## src/rtl/ple_pkg.sv

```systemverilog
`default_nettype none

package ple_pkg;

   // operation codes carried in the request
   typedef enum logic [1:0] {
      OP_INSERT = 2'd0,
      OP_DELETE = 2'd1,
      OP_READ   = 2'd2,
      OP_NONE   = 2'd3
   } op_type;

   // result status codes
   typedef enum logic [1:0] {
      ST_DONE   = 2'd0,
      ST_BADPOS = 2'd1,
      ST_FULL   = 2'd2,
      ST_UNUSED = 2'd3
   } status_type;

   // field widths fixed by the stream format
   localparam int unsigned OP_W     = 2;
   localparam int unsigned POS_W    = 5;
   localparam int unsigned VALUE_W  = 32;
   localparam int unsigned STATUS_W = 2;
   localparam int unsigned COUNT_W  = 5;
   localparam int unsigned REQ_W    = 40;
   localparam int unsigned RSP_W    = 40;

   // shift command broadcast to every cell
   typedef struct packed {
      logic ins;   // shift up from the position, store the value there
      logic del;   // shift down from the position
   } cell_cmd_type;

endpackage

`default_nettype wire

```

## src/rtl/ple_cell.sv

```systemverilog
`default_nettype none

module ple_cell import ple_pkg::*; #(
   parameter int unsigned INDEX = 0,
   parameter int unsigned PW    = 6
) (
   input  wire logic               clock,
   input  wire cell_cmd_type       cmd,
   input  wire logic [PW-1:0]      slot,        // 0-based target position
   input  wire logic [VALUE_W-1:0] value,
   input  wire logic [VALUE_W-1:0] lower_entry, // neighbor below
   input  wire logic [VALUE_W-1:0] upper_entry, // neighbor above
   output logic      [VALUE_W-1:0] entry,
   output logic      [VALUE_W-1:0] read_term    // entry when addressed, else zero
);

   localparam logic [PW-1:0] MY_IDX = PW'(INDEX);

   logic [VALUE_W-1:0] entry_ff;
   logic [VALUE_W-1:0] entry_in;
   logic               at_slot;
   logic               above_slot;

   assign at_slot    = (slot == MY_IDX);
   assign above_slot = (MY_IDX > slot);

   // select next content: hold, new value, or a neighbor's entry
   always_comb begin
      entry_in = entry_ff;
      if (cmd.ins) begin
         if (at_slot) begin
            entry_in = value;
         end else if (above_slot) begin
            entry_in = lower_entry;
         end
      end else if (cmd.del) begin
         if (at_slot || above_slot) begin
            entry_in = upper_entry;
         end
      end
   end

   always_ff @(posedge clock) begin
      entry_ff <= entry_in;
   end

   assign entry     = entry_ff;
   assign read_term = at_slot ? entry_ff : '0;

endmodule

`default_nettype wire

```

## src/rtl/positional_list_engine_core.sv

```systemverilog
`default_nettype none

// Positional list engine: a bounded ordered list of signed 32-bit values held in
// a row of DEPTH cells, one entry per cell. A request carries op (0 insert,
// 1 delete, 2 read), a 1-based position and a value; every request gives one
// response with status (0 done, 1 invalid position, 2 list full), the entry
// count after the operation and the value read (zero unless a read succeeds).
// All cells compare their index with the position and shift toward their
// neighbor in the same cycle, so one request is accepted per clock cycle and
// its response is ready in the response register on the next cycle. The
// response register is the only buffer: a stalled response holds off the
// next request only while it is not taken. Rejected requests leave the list
// unchanged. No clearing pass is needed after reset.
module positional_list_engine_core import ple_pkg::*; #(
   parameter int unsigned DEPTH = 16
) (
   input  wire logic             clock,
   input  wire logic             reset,
   // request: [1:0] op, [6:2] position, [38:7] value, [39] zero
   input  wire logic             req_tvalid,
   output logic                  req_tready,
   input  wire logic [REQ_W-1:0] req_tdata,
   // response: [1:0] status, [6:2] entry_count, [38:7] read_value, [39] zero
   output logic                  rsp_tvalid,
   input  wire logic             rsp_tready,
   output logic      [RSP_W-1:0] rsp_tdata
);

   localparam int unsigned CW = $clog2(DEPTH + 1);
   localparam int unsigned PW = ((CW > POS_W) ? CW : POS_W) + 1;
   localparam logic [PW-1:0] DEPTH_P = PW'(DEPTH);

   // request fields
   op_type             req_op;
   logic [POS_W-1:0]   req_position;
   logic [VALUE_W-1:0] req_value;

   assign req_op       = op_type'(req_tdata[OP_W-1:0]);
   assign req_position = req_tdata[OP_W+POS_W-1:OP_W];
   assign req_value    = req_tdata[OP_W+POS_W+VALUE_W-1:OP_W+POS_W];

   logic accept;
   assign accept = req_tvalid && req_tready;

   // list length and response register
   logic [CW-1:0]       count_ff, count_in;
   logic                rsp_valid_ff, rsp_valid_in;
   status_type          status_ff, status_in;
   logic [COUNT_W-1:0]  rcount_ff, rcount_in;
   logic [VALUE_W-1:0]  rdata_ff, rdata_in;

   assign req_tready = !rsp_valid_ff || rsp_tready;

   // range checks
   logic [PW-1:0] pos_p, cnt_p, slot;
   logic          pos_nonzero, ins_ok, in_list, full;

   assign pos_p       = PW'(req_position);
   assign cnt_p       = PW'(count_ff);
   assign slot        = pos_p - PW'(1);
   assign pos_nonzero = (req_position != '0);
   assign ins_ok      = pos_nonzero && (pos_p <= cnt_p + PW'(1));
   assign in_list     = pos_nonzero && (pos_p <= cnt_p);
   assign full        = (cnt_p >= DEPTH_P);

   cell_cmd_type cmd;

   // decode the request
   always_comb begin
      cmd       = '0;
      status_in = ST_BADPOS;
      count_in  = count_ff;
      unique case (req_op)
         OP_INSERT: begin
            if (ins_ok) begin
               if (full) begin
                  status_in = ST_FULL;
               end else begin
                  status_in = ST_DONE;
                  cmd.ins   = accept;
                  count_in  = count_ff + CW'(1);
               end
            end
         end
         OP_DELETE: begin
            if (in_list) begin
               status_in = ST_DONE;
               cmd.del   = accept;
               count_in  = count_ff - CW'(1);
            end
         end
         OP_READ: begin
            if (in_list) begin
               status_in = ST_DONE;
            end
         end
         default: begin
            status_in = ST_BADPOS;
         end
      endcase
   end

   // row of cells
   logic [VALUE_W-1:0] entries    [DEPTH];
   logic [VALUE_W-1:0] read_terms [DEPTH];

   for (genvar g = 0; g < DEPTH; g++) begin : g_cell
      logic [VALUE_W-1:0] lower, upper;
      if (g == 0) begin : g_lo
         assign lower = '0;
      end else begin : g_lo
         assign lower = entries[g-1];
      end
      if (g == DEPTH - 1) begin : g_hi
         assign upper = '0;
      end else begin : g_hi
         assign upper = entries[g+1];
      end
      ple_cell #(
         .INDEX (g),
         .PW    (PW)
      ) u_cell (
         .clock       (clock),
         .cmd         (cmd),
         .slot        (slot),
         .value       (req_value),
         .lower_entry (lower),
         .upper_entry (upper),
         .entry       (entries[g]),
         .read_term   (read_terms[g])
      );
   end

   // gather the addressed entry
   logic [VALUE_W-1:0] read_any;
   always_comb begin
      read_any = '0;
      for (int i = 0; i < DEPTH; i++) begin
         read_any = read_any | read_terms[i];
      end
   end

   assign rsp_valid_in = accept || (rsp_valid_ff && !rsp_tready);
   assign rcount_in    = COUNT_W'(count_in);
   assign rdata_in     = ((req_op == OP_READ) && in_list) ? read_any : '0;

   // control state
   always_ff @(posedge clock) begin
      if (reset) begin
         count_ff     <= '0;
         rsp_valid_ff <= 1'b0;
      end else begin
         rsp_valid_ff <= rsp_valid_in;
         if (accept) begin
            count_ff <= count_in;
         end
      end
   end

   // response payload
   always_ff @(posedge clock) begin
      if (accept) begin
         status_ff <= status_in;
         rcount_ff <= rcount_in;
         rdata_ff  <= rdata_in;
      end
   end

   assign rsp_tvalid = rsp_valid_ff;
   assign rsp_tdata  = {1'b0, rdata_ff, rcount_ff, status_ff};

endmodule

`default_nettype wire
```

## config.mk

```make
export PLATFORM = sky130hd
export DESIGN_NAME = positional_list_engine_core
export DESIGN_NICKNAME = d
export VERILOG_FILES = /design/src/rtl/ple_pkg.sv /design/src/rtl/ple_cell.sv /design/src/rtl/positional_list_engine_core.sv
export SDC_FILE = /design/constraint.sdc
export NUM_CORES = 1
export LEC_CHECK = 0
export BUFFER_PORTS_ARGS = -buffer_cell sky130_fd_sc_hd__clkbuf_2
export CAP_MARGIN = 30
export CORE_AREA = 2 2 274 276
export DETAILED_ROUTE_END_ITERATION = 10
export DIE_AREA = 0 0 276 278
export GPL_TIMING_DRIVEN = 0
export PLACE_DENSITY = 0.66
export SYNTH_ARGS = -nofsm -noshare
export SYNTH_HDL_FRONTEND = slang
export SYNTH_HIERARCHICAL = 1
export SYNTH_SLANG_ARGS = --single-unit
```

## constraint.sdc

```tcl
create_clock -name clock -period 8 [get_ports clock]
set_clock_uncertainty 0.05 [all_clocks]
set_input_delay 0.4 -clock clock [delete_from_list [all_inputs] [get_ports clock]]
set_output_delay 0.4 -clock clock [all_outputs]
set_load 0.03 [all_outputs]
```

==> results.toml, run 1 <==
[pwr]
leakage_nw = 15.45
ir_drop_mv = 0.1453
p_seq_share_pct = 43.8
pwr-share-comb_pct = 15.7
swShare_pct = 28.75
switchingPower_mw = 2.172
power.total_mw = 7.553
pwr-share-clk_pct = 40.5
intPower_mw = 5.381
power.density_mw_per_mm2 = 182.8

[global_route]
grt_pass1_wl_um = 200100
grt.total_usage_pct = 34.20
antenna_found_initial = 8
grt_pass1_vias = 32970
overflow = 0
grt_max_degree = 33

[routing]
drtIter0Drc = 3618
wirelength_um = 134400
vias = 33930
route.detailed.drc = 0
wire_per_inst_um = 24.96
avgViaCountPerCell = 6.303
ant_nets = 0
dr.pass1.iters = 6

[logic_synthesis]
synthCells = 4107
synth_top_area_share_pct = 45.34
yosysMostFrequentCell = "edfxtp_1"
synth_area_mm2 = 0.03649
yosys_warnings = 6
yosysSeqAreaShare_pct = 45.67
ys_top_cells_by_area = "edfxtp_1 45%, a31oi_1 6.4%, and3_1 6.1%, nor2_1 5.6%, o21ai_0 4.9%"
synth_edf_count = 551
synth_ff_type = "edfxtp_1"
ys_ff_latch = 557
synth_cell_type_count = 84
async_reset_ff_share_pct = 0
synth_area_per_cell_um2 = 8.886
synth_common_cells = "551 x edfxtp_1, 549 x nor2_1, 374 x a31oi_1, 354 x o21ai_0, 353 x and3_1"
yosysTopAreaCell = "edfxtp_1"

[job]
cap_viol_max_count = 0

[floorplan]
rows = 100
coreArea_mm2 = 0.07382
die_w_um = 276
initial_core_util_pct = 49.44
die_area_mm2 = 0.07673
ios = 86
dieHeight_um = 278

[min_path]
min_path_type = "input pin to flip-flop"

[place]
portBuffers = 83
hpwlAfterDp_um = 108100
dp_slack_ns = 2.698
place_congestion = 0.9557
dp.cells = 5261

[sta]
fin_ws_ns = 2.799
drv_slew = 0
fin_crit_ns = 5.201
fmax_ghz = 0.1923
rsz0062_at_grt = "false"
slew_headroom_pct = 27.26
setup_tns_ns = 0
worst_slew_pin_slew_ns = 1.081
setup-violations-final = 0
fin_crit_sh_pct = 65.01
finalHoldViolCount = 0

[worst_setup_path]
cp.required_ns = 8.27
crit_slowest_cell = "clkbuf_1"
path_class = "flip-flop to flip-flop"
cp_cell_sequence = "clkbuf_2 > inv_2 > ha_1 > inv_1 > ha_1 > and3_4 > o21ai_2 > a32oi_2 > a21oi_2 > nand2_2 > nor2_4 > buf_12 > clkbuf_1 > clkbuf_1 > o21ai_0 > a21oi_4 > buf_16"
max_stage_delay_ns = 0.58
arrival_ns = 5.47
worst_setup_path_end_kind = "flip-flop"
cp_num_buf_inv = 7
crit_fanout = 27
crit_family = "buffers and inverters"
start_kind = "flip-flop"

[clock_tree]
h-tree-depth = 3
cts.sinks = 557
clock_path_buffers = 3
cts_tree = "done"
clock_latency_ns = 0.63
cts_root_buf = "clkbuf_16"
cts_resized = 0
numCtsBuffers = 68
clkSlewWorstSetupHoldPaths_ns = 0.06

[final_layout]
finalNetCount = 4427
drive_gt1_share_pct = 11.06
final_util_pct = 55.98
finalNonFillerCells = 5384
area_growth_pct = 13.24

[status]
run_status = "finished, final reports clean"
==> registers in the layout, summed over array words and instances, names as in the netlist <==
register,cells
count_ff,5
g_cell.u_cell/entry,512
rdata_ff,32
rcount_ff,5
status_ff,2
rsp_tvalid,1
==> path summary, 6_finish.rpt <==
kind | from | to | slack (ns) | cells after the start
setup / recovery | count_ff[4] | g_cell[4].u_cell/entry[28] | 2.80 | 17
hold / removal | reset | rsp_tvalid | 0.03 | 2
setup reg to reg | count_ff[4] | g_cell[4].u_cell/entry[28] | 2.80 | 17
hold reg to reg | rsp_tvalid | rsp_tvalid | 0.47 | 2
==> area by class of cell <==
type | instances | area, um^2
tap | 969 | 1212
buffer | 418 | 2470
sequential | 557 | 16670
fill | 6875 | 32490
clock inverter | 30 | 279.0
multi-input combinational | 3034 | 17240
inverter | 162 | 615.6
timing repair buffer | 124 | 982.2
clock buffer | 89 | 1853
antenna | 1 | 2.502
==> logic make-up after synthesis <==
logic type / after synthesis / synth area share (%)
and+or+nand+nor: 1746 / 25.45
adders and majority gates: 18 / 0.6171
DFF: 557 / 45.67
xor gates and xnor gates: 5 / 0.1200
AOI/OAI and AO/OA: 1197 / 19.61
buffers and inverters: 580 / 8.431
other: 1 / 0.01028
muxes: 3 / 0.08571
==> layer usage <==
metal / routed length, um / vias up / GRT usage (%)
met3: 12490 / 278 / 3.761
met4: 5989 / 0 / 14.84
met1: 53560 / 15890 / 45.59
met5: 0 / - / 0
li1: - / 15870 / -
met2: 62360 / 1901 / 56.71
==> cell usage in the layout (no fill, tap or decap), types with 5 or more instances in the layout <==
cell             n
ha_1            17
o31a_1         115
o21ai_1        137
buf_6           70
edfxtp_1       551
or3_1            5
o31ai_1          5
nand2b_1         8
clkinv_2         8
nor2_1         544
nor2_4           8
clkbuf_16       70
o221ai_1        24
nand2_1         68
buf_4           30
clkbuf_8        10
nand4_1         20
or2_2            5
buf_2           56
nor3_1           8
and4_1          33
or4_4            7
and3_1         352
nor4_1         128
inv_1          157
a31oi_1        372
clkbuf_2       133
clkbuf_1       223
dlygate4sd1_1    9
clkinv_1        13
nand3_1        330
or4_1           24
and2_1         162
buf_16           7
buf_12          12
o21ai_0        353
conb_1          65
a21oi_1        151
==> what timing repair did <==
action	4_1_cts	5_1_grt
hold buffers	1	0
hold endpoints to repair	1	0
buffers inserted	0	0
==> power by group through the flow <==
stage | registers [mW] | logic (mW) | clock network [mW]
2_1_floorplan | 3.39 | 0.691 | 0
3_3_place_gp | 3.38 | 1.10 | 0
3_5_place_dp | 3.37 | 1.15 | 0
4_1_cts | 3.31 | 1.15 | 3.09
5_1_grt | 3.32 | 1.26 | 3.18
6_report | 3.31 | 1.18 | 3.06
==> metrics by stage <==
stage	instance area [um^2]	hold WS, ns
2_1_floorplan	36800	0.4191
3_3_place_gp	38430	0.4609
3_5_place_dp	39170	0.4778
4_1_cts	41310	0.002341
5_1_grt	41330	0.04905
6_report	41330	0.02709
No activity file was read; power rests on OpenSTA's default activity.
==> run 2: changes to the inputs <==
PLACE_DENSITY = 0.63   (was 0.66)
clock period = 5.06 ns   (was 8 ns; I/O delays follow)
==> results.toml, run 2 (synthesized netlist as in run 1, its figures left out) <==
[worst_setup_path]
cp_cell_sequence = "clkbuf_2 > inv_2 > ha_1 > inv_2 > ha_4 > and3_4 > a32oi_2 > a21oi_2 > nand2_2 > nor2_4 > buf_12 > clkbuf_1 > clkbuf_2 > o21ai_0 > a21oi_4 > buf_16"
worst_setup_path_end_kind = "flip-flop"
path_class = "flip-flop to flip-flop"
crit_slowest_cell = "clkbuf_1"
max_stage_delay_ns = 0.51
reg2regPathDepth = 16
arrival_ns = 5.17
regToRegEndpoint = "g_cell[4].u_cell/entry[11]"
crit_fanout = 24
reg2reg_from = "count_ff[4]"
start_kind = "flip-flop"
cp.required_ns = 5.33
r2r_setup_slack_ns = 0.16

[clock_tree]
clkSlewWorstSetupHoldPaths_ns = 0.06
numCtsBuffers = 70
clock_path_buffers = 3
clock_latency_ns = 0.63
cts_root_buf = "clkbuf_16"
h-tree-depth = 3
cts_tree = "done"
postCtsSetupBuffers = 0
cts.sinks = 557

[routing]
wirelength_um = 135800
vias = 33710
route.detailed.drc = 1
drtIter0Drc = 4114
wire_per_inst_um = 25.23
ant_nets = 0
avgViaCountPerCell = 6.263
dr.pass1.iters = 11

[sta]
drv_slew = 0
fin_crit_ns = 4.900
fin_crit_sh_pct = 96.85
slew_headroom_pct = 26.14
fin_ws_ns = 0.1595
finalHoldViolCount = 0
hold_slack_ns = 0.04176
worst_slew_pin_slew_ns = 1.098
fmax_ghz = 0.2041
setup_tns_ns = 0
rsz0062_at_grt = "false"
setup-violations-final = 0

[global_route]
antenna_found_initial = 8
grt_pass1_vias = 33180
grt_pass1_wl_um = 201800
grt_max_degree = 33
grt.total_usage_pct = 34.53
overflow = 0

[status]
violations = "design-rule violations"
run_status = "finished with violations"

[floorplan]
coreArea_mm2 = 0.07382
initial_core_util_pct = 49.44
ios = 86
dieHeight_um = 278
rows = 100
die_area_mm2 = 0.07673
die_w_um = 276

[final_layout]
fill_cells = 6892
diodes = 0
finalNetCount = 4424
layout_commonest_cell = "edfxtp_1"
design_area_mm2 = 0.04126
layout_common_cells = "551 x edfxtp_1, 544 x nor2_1, 372 x a31oi_1"
multi_input_area_mm2 = 0.01728
drive_gt1_share_pct = 10.94
largest_reg_flops = 512
area_growth_pct = 13.06
regArea_mm2 = 0.01667

[place]
hpwlAfterDp_um = 109100
postPlaceCellArea_mm2 = 0.03914
place_congestion = 0.9567
dp_slack_ns = 0.04572
portBuffers = 83

[min_path]
hold_depth = 4
hold_path.startpoint = "req_tdata[1]"
min_path_type = "input pin to flip-flop"
hold-path-endpoint = "status_ff[0]"

[job]
cap_viol_max_count = 0

[pwr]
leakage_nw = 15.42
power.density_mw_per_mm2 = 287.4
power.total_mw = 11.86
ir_drop_mv = 0.2425
-- run 2: final cells by class --
class | instances | area share, %
multi-input cells | 3034 | 41.88
flip-flops and latches | 557 | 40.41
plain buffers | 418 | 5.995
clock buffers | 94 | 4.464
well taps | 969 | 2.939
repair buffers | 119 | 2.238
inverters | 162 | 1.492
clock inverters | 29 | 0.5792
-- run 2: worst max-delay path, delay by kind of cell, from the launching register on --
family	cells	cell delay, ns
compound gates	4	1.11
flops	1	0.31
buf+inv	7	1.79
fa+ha+maj	2	0.58
simple gates	3	0.72
-- run 2: per-layer routing --
metal / track usage (%) / wire length [um] / up-vias
li1: - / - / 15860
met1: 45.61 / 54980 / 15840
met2: 58.04 / 63360 / 1732
met3: 4.458 / 11950 / 273
met4: 13.25 / 5470 / 2
met5: 0 / 13 / -
-- run 2: how the worst max path moves through the flow --
stage | slack [ns] | depth (start not counted) | endpoint | from
4_1_cts | 0.02 | 16 | g_cell[4].u_cell/entry[11] | count_ff[4]
3_3_place_gp | -7.82 | 10 | g_cell[14].u_cell/entry[26] | req_tdata[2]
3_5_place_dp | 0.05 | 16 | g_cell[4].u_cell/entry[29] | count_ff[4]
5_1_grt | 0.002 | 16 | g_cell[4].u_cell/entry[11] | count_ff[4]
6_report | 0.16 | 16 | g_cell[4].u_cell/entry[11] | count_ff[4]
2_1_floorplan | -2.90 | 12 | g_cell[11].u_cell/entry[0] | count_ff[0]
-- run 2: stage by stage --
stage	instances	util, %
2_1_floorplan	4171	-
3_3_place_gp	5223	52.10
3_5_place_dp	5255	53.02
4_1_cts	5381	55.88
5_1_grt	5382	55.89
6_report	5382	55.89
-- run 2: report_power, final --
part	internal (mW)	switching, mW
registers	5.18	0.0619
logic	0.547	1.33
clock network	2.67	2.08
total	8.39	3.47
-- run 2: what timing repair did --
item / 4_1_cts / 5_1_grt
hold endpoints to repair: 6 / 0
hold buffers: 3 / 0
endpoints found under the setup margin: 0 / 75
resized for setup: 0 / 6
